<file path="src/rtl/core/assert_macros.svh">
// Assertion helpers shared by the core modules.
`ifndef ASSERT_MACROS_SVH
`define ASSERT_MACROS_SVH

// Same-cycle implication, disabled while reset is low.
`define ASSERT_IMP(lbl, clk, rst_n, ante, cons) \
    lbl: assert property (@(posedge clk) disable iff (!(rst_n)) (ante) |-> (cons)) \
        else $error("same-cycle implication failed");

// Next-cycle implication, disabled while reset is low.
`define ASSERT_NXT(lbl, clk, rst_n, ante, cons) \
    lbl: assert property (@(posedge clk) disable iff (!(rst_n)) (ante) |=> (cons)) \
        else $error("next-cycle implication failed");

`endif

</file>
<file path="src/rtl/core/fdst_pkg.sv">
package fdst_pkg;

    localparam int DELTA_W           = 10;
    localparam int TIME_W            = 32;
    localparam int FPS_W             = 16;
    localparam int WIN_W             = 16;
    localparam int CFG_IDX_W         = 8;
    localparam int CFG_DATA_W        = 16;
    localparam int HISTORY_DEPTH_DEF = 8;
    localparam int UPC_W             = 4;
    localparam int CNT_W             = $clog2(DELTA_W);

    localparam logic [DELTA_W-1:0] MAX_STEP_RST = DELTA_W'(100);
    localparam logic [WIN_W-1:0]   WINDOW_RST   = WIN_W'(1000);
    // a rounding loss below this moves the last-frame time back
    localparam logic [DELTA_W-1:0] FIX_LIMIT    = DELTA_W'(5);

    localparam logic [CFG_IDX_W-1:0] CFG_MAX_STEP    = CFG_IDX_W'(0);
    localparam logic [CFG_IDX_W-1:0] CFG_RATE_WINDOW = CFG_IDX_W'(1);

    typedef enum logic [1:0] {
        FUNC_FRAME = 2'd0,
        FUNC_RESET = 2'd1,
        FUNC_LOAD  = 2'd2,
        FUNC_PAUSE = 2'd3
    } t_func;

    typedef enum logic [3:0] {
        OP_NOP, OP_STEP, OP_MONO, OP_DELTA, OP_PUSH, OP_RD0, OP_ACC, OP_DIVI,
        OP_DIV, OP_FIX, OP_ADV, OP_RATE, OP_RST, OP_OUT, OP_LOAD, OP_PAUSE
    } t_op;

    typedef enum logic [2:0] {
        JC_SEQ, JC_GOTO, JC_HOLD_IN, JC_HOLD_OUT, JC_MORE, JC_CNT, JC_IF_RST
    } t_jc;

    typedef logic [UPC_W-1:0] t_upc;

    localparam t_upc U_IDLE  = 4'd0;
    localparam t_upc U_STEP  = 4'd1;
    localparam t_upc U_MONO  = 4'd2;
    localparam t_upc U_DELTA = 4'd3;
    localparam t_upc U_PUSH  = 4'd4;
    localparam t_upc U_RD0   = 4'd5;
    localparam t_upc U_ACC   = 4'd6;
    localparam t_upc U_DIVI  = 4'd7;
    localparam t_upc U_DIV   = 4'd8;
    localparam t_upc U_FIX   = 4'd9;
    localparam t_upc U_ADV   = 4'd10;
    localparam t_upc U_RATE  = 4'd11;
    localparam t_upc U_RST   = 4'd12;
    localparam t_upc U_DONE  = 4'd13;
    localparam t_upc U_LOAD  = 4'd14;
    localparam t_upc U_PAUSE = 4'd15;

    typedef struct packed {
        t_op  op;
        t_jc  jc;
        t_upc target;
    } t_uword;

    typedef struct packed {
        logic more;     // history entries left to sum
        logic cnt_nz;   // divider iterations left
        logic is_rst;   // item in flight is a timer reset
    } t_dp_status;

    typedef struct packed {
        logic                  valid;
        logic [CFG_IDX_W-1:0]  index;
        logic [CFG_DATA_W-1:0] data;
    } t_cfg_wr;

    function automatic t_uword ucode_rom(input t_upc addr);
        t_uword w;
        case (addr)
            U_IDLE:  w = '{OP_NOP,   JC_HOLD_IN,  U_IDLE};
            U_STEP:  w = '{OP_STEP,  JC_SEQ,      U_IDLE};
            U_MONO:  w = '{OP_MONO,  JC_IF_RST,   U_RST};
            U_DELTA: w = '{OP_DELTA, JC_SEQ,      U_IDLE};
            U_PUSH:  w = '{OP_PUSH,  JC_SEQ,      U_IDLE};
            U_RD0:   w = '{OP_RD0,   JC_SEQ,      U_IDLE};
            U_ACC:   w = '{OP_ACC,   JC_MORE,     U_ACC};
            U_DIVI:  w = '{OP_DIVI,  JC_SEQ,      U_IDLE};
            U_DIV:   w = '{OP_DIV,   JC_CNT,      U_DIV};
            U_FIX:   w = '{OP_FIX,   JC_SEQ,      U_IDLE};
            U_ADV:   w = '{OP_ADV,   JC_SEQ,      U_IDLE};
            U_RATE:  w = '{OP_RATE,  JC_GOTO,     U_DONE};
            U_RST:   w = '{OP_RST,   JC_SEQ,      U_IDLE};
            U_DONE:  w = '{OP_OUT,   JC_HOLD_OUT, U_IDLE};
            U_LOAD:  w = '{OP_LOAD,  JC_GOTO,     U_DONE};
            U_PAUSE: w = '{OP_PAUSE, JC_GOTO,     U_DONE};
            default: w = '{OP_NOP,   JC_GOTO,     U_IDLE};
        endcase
        return w;
    endfunction

    function automatic t_upc func_entry(input t_func f);
        t_upc e;
        case (f)
            FUNC_FRAME: e = U_STEP;
            FUNC_RESET: e = U_STEP;
            FUNC_LOAD:  e = U_LOAD;
            FUNC_PAUSE: e = U_PAUSE;
            default:    e = U_IDLE;
        endcase
        return e;
    endfunction

endpackage

</file>
<file path="src/rtl/core/fdst_ram.sv">
module fdst_ram #(
    parameter int WIDTH = fdst_pkg::DELTA_W,
    parameter int DEPTH = fdst_pkg::HISTORY_DEPTH_DEF,
    parameter int AW    = (DEPTH > 1) ? $clog2(DEPTH) : 1
) (
    input  logic             i_clk,
    input  logic             i_we,
    input  logic [AW-1:0]    i_waddr,
    input  logic [WIDTH-1:0] i_wdata,
    input  logic [AW-1:0]    i_raddr,
    output logic [WIDTH-1:0] o_rdata
);

    logic [WIDTH-1:0] r_mem [DEPTH];
    logic [WIDTH-1:0] r_rdata;

    always_ff @(posedge i_clk) begin
        if (i_we) begin
            r_mem[i_waddr] <= i_wdata;
        end
        r_rdata <= r_mem[i_raddr];
    end

    assign o_rdata = r_rdata;

endmodule

</file>
<file path="src/rtl/core/fdst_seq.sv">
module fdst_seq (
    input  logic                 i_clk,
    input  logic                 i_rst_n,
    input  logic                 i_in_accept,
    input  logic                 i_out_free,
    input  fdst_pkg::t_func      i_func,
    input  fdst_pkg::t_dp_status i_status,
    output fdst_pkg::t_op        o_op,
    output logic                 o_idle
);
    import fdst_pkg::*;

    t_upc   r_upc;
    t_upc   n_upc;
    t_uword w_word;

    assign w_word = ucode_rom(r_upc);

    // next step
    always_comb begin
        case (w_word.jc)
            JC_SEQ:      n_upc = r_upc + 1'b1;
            JC_GOTO:     n_upc = w_word.target;
            JC_HOLD_IN:  n_upc = i_in_accept ? func_entry(i_func) : r_upc;
            JC_HOLD_OUT: n_upc = i_out_free ? w_word.target : r_upc;
            JC_MORE:     n_upc = i_status.more ? w_word.target : r_upc + 1'b1;
            JC_CNT:      n_upc = i_status.cnt_nz ? w_word.target : r_upc + 1'b1;
            JC_IF_RST:   n_upc = i_status.is_rst ? w_word.target : r_upc + 1'b1;
            default:     n_upc = U_IDLE;
        endcase
    end

    // control outputs
    always_comb begin
        o_op   = w_word.op;
        o_idle = (r_upc == U_IDLE);
    end

    always_ff @(posedge i_clk) begin
        if (!i_rst_n) begin
            r_upc <= U_IDLE;
        end else begin
            r_upc <= n_upc;
        end
    end

endmodule

</file>
<file path="src/rtl/core/fdst_dp.sv">
`include "assert_macros.svh"

module fdst_dp #(
    parameter int HISTORY_DEPTH = fdst_pkg::HISTORY_DEPTH_DEF
) (
    input  logic                          i_clk,
    input  logic                          i_rst_n,
    input  logic                          i_accept,
    input  fdst_pkg::t_func               i_func,
    input  logic [fdst_pkg::TIME_W-1:0]   i_time_sample,
    input  logic [fdst_pkg::TIME_W-1:0]   i_load_value,
    input  logic                          i_pause_value,
    input  fdst_pkg::t_op                 i_op,
    input  fdst_pkg::t_cfg_wr             i_cfg,
    output fdst_pkg::t_dp_status          o_status,
    output logic [fdst_pkg::DELTA_W-1:0]  o_delta_ms,
    output logic [fdst_pkg::TIME_W-1:0]   o_game_time,
    output logic [fdst_pkg::TIME_W-1:0]   o_total_ms,
    output logic [fdst_pkg::FPS_W-1:0]    o_fps
);
    import fdst_pkg::*;

    localparam int AW = (HISTORY_DEPTH > 1) ? $clog2(HISTORY_DEPTH) : 1;
    localparam int FW = $clog2(HISTORY_DEPTH + 1);
    localparam int SW = FW + DELTA_W;
    localparam logic [AW-1:0] HEAD_LAST  = AW'(HISTORY_DEPTH - 1);
    localparam logic [FW-1:0] FILL_FULL  = FW'(HISTORY_DEPTH);
    localparam logic [CNT_W-1:0] CNT_INIT = CNT_W'(DELTA_W - 1);
    localparam int PAD_T = TIME_W - DELTA_W;

    // configuration
    logic [DELTA_W-1:0] r_max_step;
    logic [WIN_W-1:0]   r_window;

    // timer state
    logic [TIME_W-1:0]  r_last_raw, n_last_raw;
    logic               r_raw_seen, n_raw_seen;
    logic [TIME_W-1:0]  r_mono,     n_mono;
    logic [TIME_W-1:0]  r_prev,     n_prev;
    logic [FW-1:0]      r_fill,     n_fill;
    logic [AW-1:0]      r_head,     n_head;
    logic [DELTA_W-1:0] r_smooth,   n_smooth;
    logic [TIME_W-1:0]  r_game,     n_game;
    logic               r_paused,   n_paused;
    logic [TIME_W-1:0]  r_deadline, n_deadline;
    logic [FPS_W-1:0]   r_tally,    n_tally;
    logic [FPS_W-1:0]   r_shown,    n_shown;

    // working registers of one item
    t_func              r_func;
    logic [TIME_W-1:0]  r_raw;
    logic [TIME_W-1:0]  r_load;
    logic               r_pv;
    logic [DELTA_W-1:0] r_t,     n_t;
    logic [DELTA_W-1:0] r_delta, n_delta;
    logic [SW-1:0]      r_sum,   n_sum;
    logic [FW-1:0]      r_idx,   n_idx;
    logic [SW-1:0]      r_rem,   n_rem;
    logic [SW-1:0]      r_dsr,   n_dsr;
    logic [DELTA_W-1:0] r_quo,   n_quo;
    logic [CNT_W-1:0]   r_cnt,   n_cnt;

    logic [TIME_W-1:0]  w_max32;
    logic [TIME_W-1:0]  w_step;
    logic [TIME_W-1:0]  w_frame;
    logic [DELTA_W-1:0] w_gap;
    logic               w_ge;
    logic               w_fire;
    logic               w_we;
    logic [AW-1:0]      w_raddr;
    logic [DELTA_W-1:0] w_rdata;

    assign w_max32 = {{PAD_T{1'b0}}, r_max_step};
    assign w_step  = r_raw_seen ? (r_raw - r_last_raw) : '0;
    assign w_frame = r_mono - r_prev;
    assign w_gap   = r_delta - r_quo;
    assign w_ge    = (r_rem >= r_dsr);
    assign w_fire  = (r_deadline < r_mono);

    always_comb begin
        n_last_raw = r_last_raw;
        n_raw_seen = r_raw_seen;
        n_mono     = r_mono;
        n_prev     = r_prev;
        n_fill     = r_fill;
        n_head     = r_head;
        n_smooth   = r_smooth;
        n_game     = r_game;
        n_paused   = r_paused;
        n_deadline = r_deadline;
        n_tally    = r_tally;
        n_shown    = r_shown;
        n_t        = r_t;
        n_delta    = r_delta;
        n_sum      = r_sum;
        n_idx      = r_idx;
        n_rem      = r_rem;
        n_dsr      = r_dsr;
        n_quo      = r_quo;
        n_cnt      = r_cnt;
        w_we       = 1'b0;
        w_raddr    = '0;
        case (i_op)
            OP_STEP: begin
                // clamp the raw step; the first sample counts as no step
                n_t        = (w_step > w_max32) ? r_max_step : w_step[DELTA_W-1:0];
                n_last_raw = r_raw;
                n_raw_seen = 1'b1;
            end
            OP_MONO: begin
                n_mono = r_mono + {{PAD_T{1'b0}}, r_t};
            end
            OP_DELTA: begin
                n_delta = (w_frame > w_max32) ? r_max_step : w_frame[DELTA_W-1:0];
            end
            OP_PUSH: begin
                w_we   = 1'b1;
                n_head = (r_head == HEAD_LAST) ? '0 : r_head + 1'b1;
                if (r_fill != FILL_FULL) begin
                    n_fill = r_fill + 1'b1;
                end
            end
            OP_RD0: begin
                w_raddr = '0;
                n_sum   = '0;
                n_idx   = FW'(1);
            end
            OP_ACC: begin
                // add the entry read last cycle, fetch the next one
                n_sum = r_sum + {{FW{1'b0}}, w_rdata};
                if (r_idx < FILL_FULL) begin
                    w_raddr = r_idx[AW-1:0];
                end
                n_idx = r_idx + 1'b1;
            end
            OP_DIVI: begin
                // mean fits the delta width, so align the divisor to its top bit
                n_rem = r_sum;
                n_dsr = {1'b0, r_fill, {(DELTA_W-1){1'b0}}};
                n_quo = '0;
                n_cnt = CNT_INIT;
            end
            OP_DIV: begin
                n_rem = w_ge ? (r_rem - r_dsr) : r_rem;
                n_quo = {r_quo[DELTA_W-2:0], w_ge};
                n_dsr = r_dsr >> 1;
                n_cnt = r_cnt - 1'b1;
            end
            OP_FIX: begin
                n_smooth = r_quo;
                n_t = ((r_delta > r_quo) && (w_gap < FIX_LIMIT)) ? w_gap : '0;
            end
            OP_ADV: begin
                n_prev = r_mono - {{PAD_T{1'b0}}, r_t};
                if (!r_paused) begin
                    n_game = r_game + {{PAD_T{1'b0}}, r_smooth};
                end
            end
            OP_RATE: begin
                if (w_fire) begin
                    n_deadline = r_mono + {{(TIME_W-WIN_W){1'b0}}, r_window};
                    n_shown    = r_tally;
                    n_tally    = FPS_W'(1);
                end else if (r_tally != '1) begin
                    n_tally = r_tally + 1'b1;
                end
            end
            OP_RST: begin
                n_prev     = r_mono;
                n_paused   = 1'b0;
                n_deadline = '0;
                n_tally    = '0;
                n_shown    = '0;
            end
            OP_LOAD: begin
                n_game = r_load;
            end
            OP_PAUSE: begin
                n_paused = r_pv;
            end
            default: begin
            end
        endcase
    end

    always_ff @(posedge i_clk) begin
        if (!i_rst_n) begin
            r_max_step <= MAX_STEP_RST;
            r_window   <= WINDOW_RST;
            r_last_raw <= '0;
            r_raw_seen <= 1'b0;
            r_mono     <= '0;
            r_prev     <= '0;
            r_fill     <= '0;
            r_head     <= '0;
            r_smooth   <= '0;
            r_game     <= '0;
            r_paused   <= 1'b0;
            r_deadline <= '0;
            r_tally    <= '0;
            r_shown    <= '0;
        end else begin
            if (i_cfg.valid && (i_cfg.index == CFG_MAX_STEP)) begin
                r_max_step <= i_cfg.data[DELTA_W-1:0];
            end
            if (i_cfg.valid && (i_cfg.index == CFG_RATE_WINDOW)) begin
                r_window <= i_cfg.data[WIN_W-1:0];
            end
            r_last_raw <= n_last_raw;
            r_raw_seen <= n_raw_seen;
            r_mono     <= n_mono;
            r_prev     <= n_prev;
            r_fill     <= n_fill;
            r_head     <= n_head;
            r_smooth   <= n_smooth;
            r_game     <= n_game;
            r_paused   <= n_paused;
            r_deadline <= n_deadline;
            r_tally    <= n_tally;
            r_shown    <= n_shown;
        end
    end

    always_ff @(posedge i_clk) begin
        if (i_accept) begin
            r_func <= i_func;
            r_raw  <= i_time_sample;
            r_load <= i_load_value;
            r_pv   <= i_pause_value;
        end
        r_t     <= n_t;
        r_delta <= n_delta;
        r_sum   <= n_sum;
        r_idx   <= n_idx;
        r_rem   <= n_rem;
        r_dsr   <= n_dsr;
        r_quo   <= n_quo;
        r_cnt   <= n_cnt;
    end

    fdst_ram #(
        .WIDTH (DELTA_W),
        .DEPTH (HISTORY_DEPTH),
        .AW    (AW)
    ) u_hist (
        .i_clk   (i_clk),
        .i_we    (w_we),
        .i_waddr (r_head),
        .i_wdata (r_delta),
        .i_raddr (w_raddr),
        .o_rdata (w_rdata)
    );

    assign o_status.more   = (r_idx < r_fill);
    assign o_status.cnt_nz = (r_cnt != '0);
    assign o_status.is_rst = (r_func == FUNC_RESET);

    assign o_delta_ms  = r_smooth;
    assign o_game_time = r_game;
    assign o_total_ms  = r_mono;
    assign o_fps       = r_shown;

    `ASSERT_IMP(a_fill_before_sum, i_clk, i_rst_n, i_op == OP_RD0, r_fill != '0)
    `ASSERT_IMP(a_sum_bound, i_clk, i_rst_n, i_op == OP_DIVI, r_sum < {r_fill, {DELTA_W{1'b0}}})
    `ASSERT_IMP(a_rem_bound, i_clk, i_rst_n, i_op == OP_FIX, r_rem < {{DELTA_W{1'b0}}, r_fill})

endmodule

</file>
<file path="src/rtl/core/frame_delta_smoothing_timer_core.sv">
// Channel   Dir  Handshake                       Payload (low bit up)
// s_axis    in   s_axis_tvalid / s_axis_tready   tuser: func; tdata: time_sample,
//                                                load_value, pause_value
// m_axis    out  m_axis_tvalid / m_axis_tready   tdata: delta_ms, game_time,
//                                                total_ms, fps
// cfg       in   i_cfg_valid / o_cfg_ready       i_cfg_index, i_cfg_data
//
// A frame update sums the history entries held after the push (one RAM read a
// cycle), divides with the 10-step restoring divider and loads the result register;
// the next beat can be taken in the following cycle. A timer reset runs only the
// step, mono and reset steps before the load; load and pause go straight to it.
// Reset is synchronous, active low; history RAM is not cleared.
// The result register lets the next input beat in while a result waits; a
// stalled m_axis holds the sequencer on its final step and no result is dropped.
`include "assert_macros.svh"

module frame_delta_smoothing_timer_core #(
    parameter int HISTORY_DEPTH = fdst_pkg::HISTORY_DEPTH_DEF
) (
    input  logic                              i_clk,
    input  logic                              i_rst_n,
    input  logic                              s_axis_tvalid,
    output logic                              s_axis_tready,
    // [1:0] func
    input  logic [1:0]                        s_axis_tuser,
    // [31:0] time_sample, [63:32] load_value, [64] pause_value, [71:65] zero
    input  logic [71:0]                       s_axis_tdata,
    output logic                              m_axis_tvalid,
    input  logic                              m_axis_tready,
    // [9:0] delta_ms, [41:10] game_time, [73:42] total_ms, [89:74] fps, [95:90] zero
    output logic [95:0]                       m_axis_tdata,
    input  logic                              i_cfg_valid,
    output logic                              o_cfg_ready,
    input  logic [fdst_pkg::CFG_IDX_W-1:0]    i_cfg_index,
    input  logic [fdst_pkg::CFG_DATA_W-1:0]   i_cfg_data
);
    import fdst_pkg::*;

    t_op                w_op;
    logic               w_idle;
    logic               w_in_accept;
    logic               w_out_free;
    logic               w_out_load;
    t_func              w_func;
    t_dp_status         w_status;
    t_cfg_wr            w_cfg;
    logic [DELTA_W-1:0] w_delta_ms;
    logic [TIME_W-1:0]  w_game_time;
    logic [TIME_W-1:0]  w_total_ms;
    logic [FPS_W-1:0]   w_fps;

    logic               r_out_valid;
    logic [95:0]        r_out_data;

    // take input only while the sequencer waits for work
    assign s_axis_tready = w_idle;
    assign w_in_accept   = s_axis_tvalid && w_idle;
    assign w_func        = t_func'(s_axis_tuser);

    // config writes are always taken
    assign o_cfg_ready = 1'b1;
    assign w_cfg.valid = i_cfg_valid;
    assign w_cfg.index = i_cfg_index;
    assign w_cfg.data  = i_cfg_data;

    // result register frees up when empty or drained this cycle
    assign w_out_free = !r_out_valid || m_axis_tready;
    assign w_out_load = (w_op == OP_OUT) && w_out_free;

    fdst_seq u_seq (
        .i_clk       (i_clk),
        .i_rst_n     (i_rst_n),
        .i_in_accept (w_in_accept),
        .i_out_free  (w_out_free),
        .i_func      (w_func),
        .i_status    (w_status),
        .o_op        (w_op),
        .o_idle      (w_idle)
    );

    fdst_dp #(
        .HISTORY_DEPTH (HISTORY_DEPTH)
    ) u_dp (
        .i_clk         (i_clk),
        .i_rst_n       (i_rst_n),
        .i_accept      (w_in_accept),
        .i_func        (w_func),
        .i_time_sample (s_axis_tdata[31:0]),
        .i_load_value  (s_axis_tdata[63:32]),
        .i_pause_value (s_axis_tdata[64]),
        .i_op          (w_op),
        .i_cfg         (w_cfg),
        .o_status      (w_status),
        .o_delta_ms    (w_delta_ms),
        .o_game_time   (w_game_time),
        .o_total_ms    (w_total_ms),
        .o_fps         (w_fps)
    );

    always_ff @(posedge i_clk) begin
        if (!i_rst_n) begin
            r_out_valid <= 1'b0;
        end else if (w_out_load) begin
            r_out_valid <= 1'b1;
        end else if (m_axis_tready) begin
            r_out_valid <= 1'b0;
        end
    end

    // capture the result beat; hold it while the sink stalls
    always_ff @(posedge i_clk) begin
        if (w_out_load) begin
            r_out_data <= {6'b0, w_fps, w_total_ms, w_game_time, w_delta_ms};
        end
    end

    assign m_axis_tvalid = r_out_valid;
    assign m_axis_tdata  = r_out_data;

    `ASSERT_NXT(a_busy_after_beat, i_clk, i_rst_n, s_axis_tvalid && s_axis_tready, !s_axis_tready)
    `ASSERT_IMP(a_no_overwrite, i_clk, i_rst_n, w_out_load, !r_out_valid || m_axis_tready)
    `ASSERT_NXT(a_result_shown, i_clk, i_rst_n, w_out_load, m_axis_tvalid)

endmodule

</file>
<file path="config.mk">
export PLATFORM = sky130hd
export DESIGN_NAME = frame_delta_smoothing_timer_core
export DESIGN_NICKNAME = d
export VERILOG_FILES = /design/src/rtl/core/fdst_pkg.sv /design/src/rtl/core/fdst_ram.sv /design/src/rtl/core/fdst_seq.sv /design/src/rtl/core/fdst_dp.sv /design/src/rtl/core/frame_delta_smoothing_timer_core.sv
export VERILOG_INCLUDE_DIRS = /design/src /design/src/rtl/core
export SDC_FILE = /design/constraint.sdc
export NUM_CORES = 1
export LEC_CHECK = 0
export ABC_AREA = 1
export ABC_CLOCK_PERIOD_IN_PS = 4660
export BUFFER_PORTS_ARGS = -buffer_cell sky130_fd_sc_hd__buf_2
export CORE_MARGIN = 2
export CORE_UTILIZATION = 25
export CTS_CLUSTER_DIAMETER = 200
export DETAILED_ROUTE_END_ITERATION = 8
export HOLD_SLACK_MARGIN = 0.05
export PLACE_DENSITY = 0.4
export REMOVE_ABC_BUFFERS = 1
export SYNTH_ARGS = -nofsm -noshare
export SYNTH_HDL_FRONTEND = slang
export SYNTH_HIERARCHICAL = 1
export SYNTH_SLANG_ARGS = --single-unit
</file>
<file path="constraint.sdc">
create_clock -name i_clk -period 4.66 [get_ports i_clk]
set_clock_uncertainty 0.05 [all_clocks]
set_input_delay 0.699 -clock i_clk [delete_from_list [all_inputs] [get_ports i_clk]]
set_output_delay 0.699 -clock i_clk [all_outputs]
set_load 0.01 [all_outputs]
</file>
# Word level (Yosys, flattened, before mapping)
# Memory sizes are Yosys's and may differ from the RTL's. A register that Yosys moved wholly into a read port is not among the register bits.
# Index checks and enable logic that the tools add are counted.
# totals
regBits	479
ram_bits	80
rom_bits	176
output_inout_bits	99
wordCells	156
memories	2
# classes
n_addsub	15
n_lt_le_gt_ge	8
eq_ne	35
mux	40
reduce_logical	27
# mem_list
name	depth	word_bits	read_ports	rd_clocked_by_memory_dff	wr	line_no	text
(name not given)	16	11	1	1	0	fdst_pkg.sv:76	case (addr)
u_dp.u_hist.r_mem	8	10	1	1	1	fdst_ram.sv:14	logic [WIDTH-1:0] r_mem [DEPTH];
# op_table
cell	count
case mux 32 bit (2 select lines)	3
2-to-1 mux 32 bit	3
case mux 14 bit (2 select lines)	3
adder 32 x 10 -> 32 bit	2
> comparator 32 x 10 -> 1 bit	2
case mux 16 bit (2 select lines)	2
subtractor 32 bit	2
2-to-1 mux 16 bit	3
case mux 10 bit (2 select lines)	2
adder 32 x 16 -> 32 bit	1
equality test 4 bit, second input constant	8
< comparator 32 bit	1
subtractor 32 x 10 -> 32 bit	1
2-to-1 mux 10 bit	3
2-to-1 mux 4 bit	7
case mux 4 bit (7 select lines)	1
adder 16 x 1 -> 16 bit, second input constant	1
equality test 4 x 3 -> 1 bit, second input constant	4
!= test 16 bit, second input constant	1
case mux 4 bit (2 select lines)	2
nonzero test 2 bit	8
adder 14 x 10 -> 14 bit	1
>= comparator 14 bit	1
2-to-1 mux 14 bit	1
other kinds (35)	62

# Logic depth before layout (Yosys ltp)
# Gate-level depths: netlist (run 1).
# logic_depth
depth_word	7
depth_mapped	27

# Hierarchy
# Netlist (run 1), hierarchy kept.
# by_module_without_submodules
mod	instances	cells_each	area_each_um2
fdst_dp	1	3820	26457.9
fdst_ram	1	374	3813.7
frame_delta_smoothing_timer_core	1	112	2842.7
fdst_seq	1	159	1024.7

# Worst setup path after synthesis (run 1)
# Ideal clock, no wire load.
# synth_timing
kind	input -> register
startpoint	in m_axis_tready
endpoint	reg r_out_data[0] (netlist: m_axis_tdata[0]) (enable)
setup_ns	0.480
arrival_ns	3.173
required_time_ns	4.130
path_slack_ns	0.957
cell_stages	2
path_buffers	0
path_cell_list	inv_1 > a21oi_2
# synth_between
elab_chain_len	2
# synth_rtl
item	line_no	text
start: declaration	frame_delta_smoothing_timer_core.sv:29	input logic m_axis_tready,
logical OR 1 bit	frame_delta_smoothing_timer_core.sv:67	assign w_out_free = !r_out_valid || m_axis_tready;
logical AND 1 bit	frame_delta_smoothing_timer_core.sv:68	assign w_out_load = (w_op == OP_OUT) && w_out_free;
net w_out_load	frame_delta_smoothing_timer_core.sv:43	logic w_out_load;
end signal: assignment	frame_delta_smoothing_timer_core.sv:113	r_out_data <= {6'b0, w_fps, w_total_ms, w_game_time, w_delta_ms};
end: declaration	frame_delta_smoothing_timer_core.sv:53	logic [95:0] r_out_data;
# The timed path passes the listed nets, and every way through them passes these cells.
# A chain may end at the register's enable or synchronous reset.

# Worst setup path in the final report (run 1)
# layout_timing
startpoint	reg u_dp.r_mono[0] (netlist: u_dp/o_total_ms[0])
endpoint	reg u_dp.r_delta[7], data pin
# layout_between
elab_chain_len	3
# layout_rtl
item	line_no	text
start: declaration	fdst_dp.sv:38	logic [TIME_W-1:0] r_mono, n_mono;
start signal: assignment	fdst_dp.sv:211	r_mono <= n_mono;
subtractor 32 bit *	fdst_dp.sv:75	assign w_frame = r_mono - r_prev;
> comparator 32 x 10 -> 1 bit	fdst_dp.sv:114	n_delta = (w_frame > w_max32) ? r_max_step : w_frame[DELTA_W-1:0];
2-to-1 mux 10 bit *	fdst_dp.sv:114	
end signal: assignment	fdst_dp.sv:232	r_delta <= n_delta;
end: declaration	fdst_dp.sv:55	logic [DELTA_W-1:0] r_delta, n_delta;
# Every way passes the cells marked *; elsewhere a longest branch is shown, timed or not.

==> flow_summary.ini, run 1 <==
[global_routing]
grt_pass1_vias = 28000
gr-usage-all-layers_pct = 15.3
grt_pass1_wl_um = 166000
grt_max_degree = 71
grt-ovfl-total = 0
antenna_found_initial = 8

[final_layout]
fillers = 14800
layout_commonest_cell = nand2_1
drive_gt1_share_pct = 9.63
area_delta_synth_final_pct = 16.2
fin_nets = 4996
final_area_um2 = 39700
fin_util_pct = 29.3
final_cells = 6517
final_cell_mix = nand2_1, inv_1, nor2_1

[timing]
period_minus_slack_ns = 3.75
setup_tns_ns = 0
fin_crit_sh_pct = 80.5
slew_viol_final = 0
timing.fmax_mhz = 267
tightest_slew_ns = 1.14
holdWs_ns = 0.161
timing.final.ws_setup_ns = 0.909
rsz0062_at_grt = no
setup_viol = 0
hold_viol_final = 0
slew_headroom_pct = 23.4

[detailed_routing]
vias = 29100
drtAntennaViolNets = 0
drt_first_iter_violations = 1865
drt_first_pass_iters = 5
drc = 0
routed_via_density = 4.47
wirelength_um = 108000
post_drt_wl_per_cell_um = 16.6

[logic_synthesis]
synth_ff_type = edfxtp_1
syn-cell-area_um2 = 34100
synth_cell_types = 66
synthCells = 4465
ys.warnings.count = 6
synth-async-reset-ratio_pct = 0
ys_seq_area_share_pct = 43.2
synth-edff-count = 316
ys_seq_elements = 579
syn-mean-instance-area_um2 = 7.65

[placement]
numPortBuffers = 187
dp_hpwl_um = 83700
gp_congestion = 0.876
dpl_worst_slack_ns = 0.869
dp.cells = 6381
dpl-instance-area_um2 = 37200

[clock_tree]
clock-sinks = 579
insertion_delay_ns = 0.67
numCtsBuffers = 73
cts_root_buf = clkbuf_16
postCtsSetupBuffers = 0
cts.htree.levels = 3
cts_tree = built
ctsResizeCount = 0
hold_buffers = 0
clkTransAtPathRegs_ns = 0.06
clock_path_buffers = 3

[min_path]
worst_hold_path_type = in -> reg

[run_status]
outcome = finished, final reports clean

[pwr]
p_total_mw = 21.7
p_leak_nw = 18.1
ir_worst_vdd_mv = 0.321
powerDensity_nw_per_um2 = 548

[floorplanning]
pin_count = 202
rows = 135
fp.dieH_um = 374
fp.dieW_um = 374
die_area_um2 = 140000
initial_utilization_pct = 25.2
coreArea_um2 = 135000

[setup_path]
cp-start-kind = flop
crit_arrival_ns = 4.22
cp.required_ns = 5.13
crit_type = reg -> reg
cp_max_fo = 10
cp-end-kind = flop

[flow_run]
cap_violations = 0
## cell type report
cell class	count	area (um2)	area share, %
inverter	738	2780	7.00
sequential	579	14800	37.2
clock buffer	89	1930	4.86
clock inverter	45	549	1.38
antenna	2	5.00	0.0126
multi-input combinational	3038	16000	40.5
tap	1781	2230	5.62
timing repair buffer	245	1380	3.47
## metal layers
metal  GRT usage, %  vias up  part of all wire [%]
met1           21.2    13400                    49
met5              0        -                 0.046
met2           24.3      515                    44
li1               -    15100                     -
met3           2.63      154                   4.2
met4           4.56        8                   2.7
## cells in the mapped netlist (all sizes together) (3+ instances only)
master	count	area share [%]
nand4	81	1.5
nand2	1111	12
nand3	256	3.9
o21bai	21	0.47
or2	18	0.34
o211ai	31	0.70
a21oi	308	4.5
buf	52	1.1
fa	9	0.53
o21ai	303	4.5
inv	729	8.0
a21boi	5	0.11
ha	209	7.7
dfxtp	263	15
nor4	10	0.18
a31oi	25	0.46
nor3	66	1.0
o221ai	4	0.10
o31ai	3	0.081
xnor2	20	0.51
and3	6	0.11
a211oi	7	0.15
xor2	56	1.5
o2111ai	5	0.13
nor2	418	4.7
o22ai	6	0.11
o21a	11	0.24
clkinv	9	0.099
clkbuf	63	0.70
and2	6	0.11
nand3b	16	0.35
a21o	10	0.22
edfxtp	316	28
## path summary, 6_finish.rpt
path                            cells past startpoint          startpoint  slack, ns          endpoint
worst max-delay path                               23  u_dp/o_total_ms[0]       0.91   u_dp/r_delta[7]
worst min-delay path                                1    s_axis_tdata[53]       0.16   u_dp/r_load[21]
worst max register to register                     23  u_dp/o_total_ms[0]       0.91   u_dp/r_delta[7]
worst min register to register                      0       u_dp/o_fps[7]       0.38  m_axis_tdata[81]
## state kept, by name (all words and copies together), names as in the netlist, 32 cells and up
| name | flops |
|---|---|
| m_axis_tdata | 90 |
| u_dp/u_hist/r_mem | 80 |
| u_dp/o_game_time | 32 |
| u_dp/o_total_ms | 32 |
| u_dp/r_deadline | 32 |
| u_dp/r_last_raw | 32 |
| u_dp/r_load | 32 |
| u_dp/r_prev | 32 |
| u_dp/r_raw | 32 |
## critical path, cell delays in order, from the launching register on
cell      delay (ns)
dfxtp_1         0.36
inv_1           0.19
ha_1            0.18
inv_1           0.06
fa_1            0.45
nand3_1         0.10
nand2_1         0.14
nand3_1         0.11
nand2_1         0.11
xor2_1          0.30
ha_1            0.29
nand2_1         0.08
nor2_1          0.08
nand2_1         0.07
nand2_1         0.07
nand2_1         0.06
nand2_1         0.04
nand2_1         0.08
nand3b_1        0.09
nor3_1          0.13
nand3_1         0.13
nor2_4          0.23
nand4_1         0.13
nand2_1         0.11
## cells by family (layout without fill, tap and decap cells)
logic type / count (synthesis) / after routing / synth area share [%]
DFF: 579 / 579 / 43.2
and+or+nand+nor: 1991 / 1991 / 24.7
xor gates and xnor gates: 76 / 76 / 1.97
other: 2 / 9 / 0.0220
AOI/OAI and AO/OA: 746 / 746 / 12.0
adders and majority gates: 218 / 218 / 8.19
buffers and inverters: 853 / 1117 / 9.90
## power by group
part | switching, mW | internal [mW]
clock | 2.33 | 3.62
combinational | 6.21 | 2.91
sequential | 0.440 | 6.22
Note: power is estimated with default switching activity, not from simulation.
==> run 2: changes to the inputs <==
--- a/config.mk
+++ b/config.mk
@@ -6,8 +6,8 @@
 export SDC_FILE = /design/constraint.sdc
 export NUM_CORES = 1
 export LEC_CHECK = 0
-export ABC_AREA = 1
-export ABC_CLOCK_PERIOD_IN_PS = 4660
+export ABC_AREA = 0
+export ABC_CLOCK_PERIOD_IN_PS = 3700
 export BUFFER_PORTS_ARGS = -buffer_cell sky130_fd_sc_hd__buf_2
 export CORE_MARGIN = 2
 export CORE_UTILIZATION = 25
==> constraint.sdc (replaced) <==
create_clock -name i_clk -period 3.7 [get_ports i_clk]
set_clock_uncertainty 0.05 [all_clocks]
set_input_delay 0.555 -clock i_clk [delete_from_list [all_inputs] [get_ports i_clk]]
set_output_delay 0.555 -clock i_clk [all_outputs]
set_load 0.01 [all_outputs]
==> run 2 against run 1 <==
Effect of this change: the run now ends with setup timing left; combinational power up 26%; die area fell by 7.6%; sequential power up 22%; sequential share of layout area fell by 0.75 points; synthesized cell count down 28%; core utilization up 3.0 points; cell count fell by 16%; critical path type unchanged; critical endpoint is now u_dp/r_delta[5]; largest power group unchanged.
==> flow_summary.ini, run 2 <==
[run_status]
outcome = complete, but fails checks
violations = setup timing

[clock_tree]
clkTransAtPathRegs_ns = 0.06
numCtsBuffers = 74
insertion_delay_ns = 0.63
cts_tree = built
clock_path_buffers = 3
cts.htree.levels = 3
clock-sinks = 579
cts_root_buf = clkbuf_16

[global_routing]
grt_max_degree = 77
grt-ovfl-total = 0
grt_pass1_wl_um = 153000
antenna_found_initial = 4
gr-usage-all-layers_pct = 15.1
grt_pass1_vias = 25700

[final_layout]
drive_gt1_share_pct = 21.3
fin_util_pct = 32.3
multi_input_area_um2 = 15700
antenna_cells = 0
largest_register_ff_count = 90
final_cell_mix = buf_4, nand2_1, edfxtp_1
area_delta_synth_final_pct = 28.4
regArea_um2 = 14800
final_cells = 5496
layout_commonest_cell = buf_4
fillers = 13000
fin_nets = 4108

[timing]
rsz0062_at_grt = yes
timing.fmax_mhz = 203
setup_viol = 20
fin_crit_sh_pct = 133
setup_tns_ns = -17.23
tightest_slew_ns = 0.933
period_minus_slack_ns = 4.92
slew_headroom_pct = 37.6
timing.final.ws_setup_ns = -1.22
slew_viol_final = 0
hold_viol_final = 0

[setup_path]
path_cells = inv_2 -> ha_4 -> inv_2 -> fa_2 -> a211oi_4 -> o21bai_1 -> a21oi_1 -> xnor2_1 -> ha_1 -> nand3_2 -> nor4_4 -> buf_4 -> o221a_4 -> o211ai_1 -> a2111o_1 -> a2111o_1 -> nor4_2 -> nand4_1 -> nor4_4 -> buf_6 -> mux2_4
cp.required_ns = 4.02
cp_top_family = compound AO/OA/AOI/OAI gates
critPathMaxStageDelay_ns = 0.39
cp_max_fo = 5
cp-end-kind = flop
crit_arrival_ns = 5.25
critPathSlowestCell = a2111o_1
crit_type = reg -> reg
cp-start-kind = flop
crit_buf_inv = 4

[logic_synthesis]
synth_cell_types = 95
synth_commonest_cells = nand2_1, edfxtp_1, dfxtp_1
ys_seq_elements = 579
synth-async-reset-ratio_pct = 0
synth.top_cells.by_area = edfxtp_1, dfxtp_1, ha_1
syn-mean-instance-area_um2 = 9.75
ys_seq_area_share_pct = 46.8
syn-cell-area_um2 = 31500
yosysTopAreaCellShare_pct = 30.1
synthCells = 3234
synth-edff-count = 316
ys.warnings.count = 6
synth_top_cell_by_area = edfxtp_1
synth_ff_type = edfxtp_1
yosysMostFrequentCell = nand2_1

[detailed_routing]
post_drt_wl_per_cell_um = 18.0
drt_first_pass_iters = 5
drc = 0
wirelength_um = 99200
routed_via_density = 4.66
drt_first_iter_violations = 1527
drtAntennaViolNets = 0
vias = 25600

[floorplanning]
fp.dieH_um = 359
pin_count = 202
rows = 130
die_area_um2 = 129000
fp.dieW_um = 359
coreArea_um2 = 125000
initial_utilization_pct = 25.1

[flow_run]
cap_violations = 0

[pwr]
ir_worst_vdd_mv = 0.385
powerDensity_nw_per_um2 = 667
p_leak_nw = 15.9
p_total_mw = 27.0

[placement]
gp_congestion = 0.812
dp_hpwl_um = 73300
dp.cells = 5260
numPortBuffers = 187

[min_path]
worst_hold_path_type = in -> reg
[run 2: what timing repair did]
action / in CTS / in global routing
buffers inserted: 41 / 8
gates resized for setup: 109 / 35
hold buffers: 60 / 0
pin swaps: 47 / 28
gates cloned: 2 / 1
hold endpoints to repair: 60 / 0
setup endpoints to repair: 20 / 84
[run 2: final cells by class]
class | count | area share (%)
repair buffers | 627 | 11.3
clock inverters | 42 | 1.02
multi-input cells | 2256 | 38.8
well taps | 1650 | 5.10
inverters | 249 | 2.32
clock buffers | 93 | 5.03
flip-flops and latches | 579 | 36.4
[run 2: final timing paths]
| check | startpoint | end | slack [ns] | depth (start not counted) |
|---|---|---|---|---|
| setup / recovery | u_dp/o_total_ms[0] | u_dp/r_delta[5] | -1.22 | 21 |
| hold / removal | s_axis_tdata[1] | u_dp/r_raw[1] | 0.09 | 1 |
| setup reg to reg | u_dp/o_total_ms[0] | u_dp/r_delta[5] | -1.22 | 21 |
| hold reg to reg | u_dp/o_fps[12] | m_axis_tdata[86] | 0.38 | 0 |
[run 2: through the flow]
step / area [um2] / hold WS (ns) / worst slack [ns]
5_1_grt: 40500 / 0.0573 / -1.43
6_report: 40500 / 0.0928 / -1.22
2_1_floorplan: 30900 / 0.358 / -1.58
3_3_place_gp: 36600 / 0.368 / -1.34
4_1_cts: 40300 / 0.0504 / -1.25
3_5_place_dp: 36600 / 0.370 / -1.49
[run 2: kinds of logic after synthesis]
logic type	synth area share, %
muxes	4.04
DFF	46.8
buffers and inverters	5.04
xor gates and xnor gates	3.11
and+or+nand+nor	15.9
adders and majority gates	8.86
AOI/OAI and AO/OA	16.2
other	0.0238
[run 2: power by group]
part | internal (mW) | total, mW | switching [mW]
clock | 4.40 | 7.35 | 2.95
combinational | 5.30 | 11.5 | 6.22
sequential | 7.64 | 8.14 | 0.496
total | 17.3 | 27.0 | 9.67
[run 2: metal layers]
layer / routed length [um] / up-vias / track usage (%)
li1: - / 12900 / -
met1: 47200 / 12200 / 20.4
met2: 45900 / 417 / 25.0
met3: 3840 / 106 / 2.29
met4: 2320 / 0 / 4.13
met5: 0 / - / 0
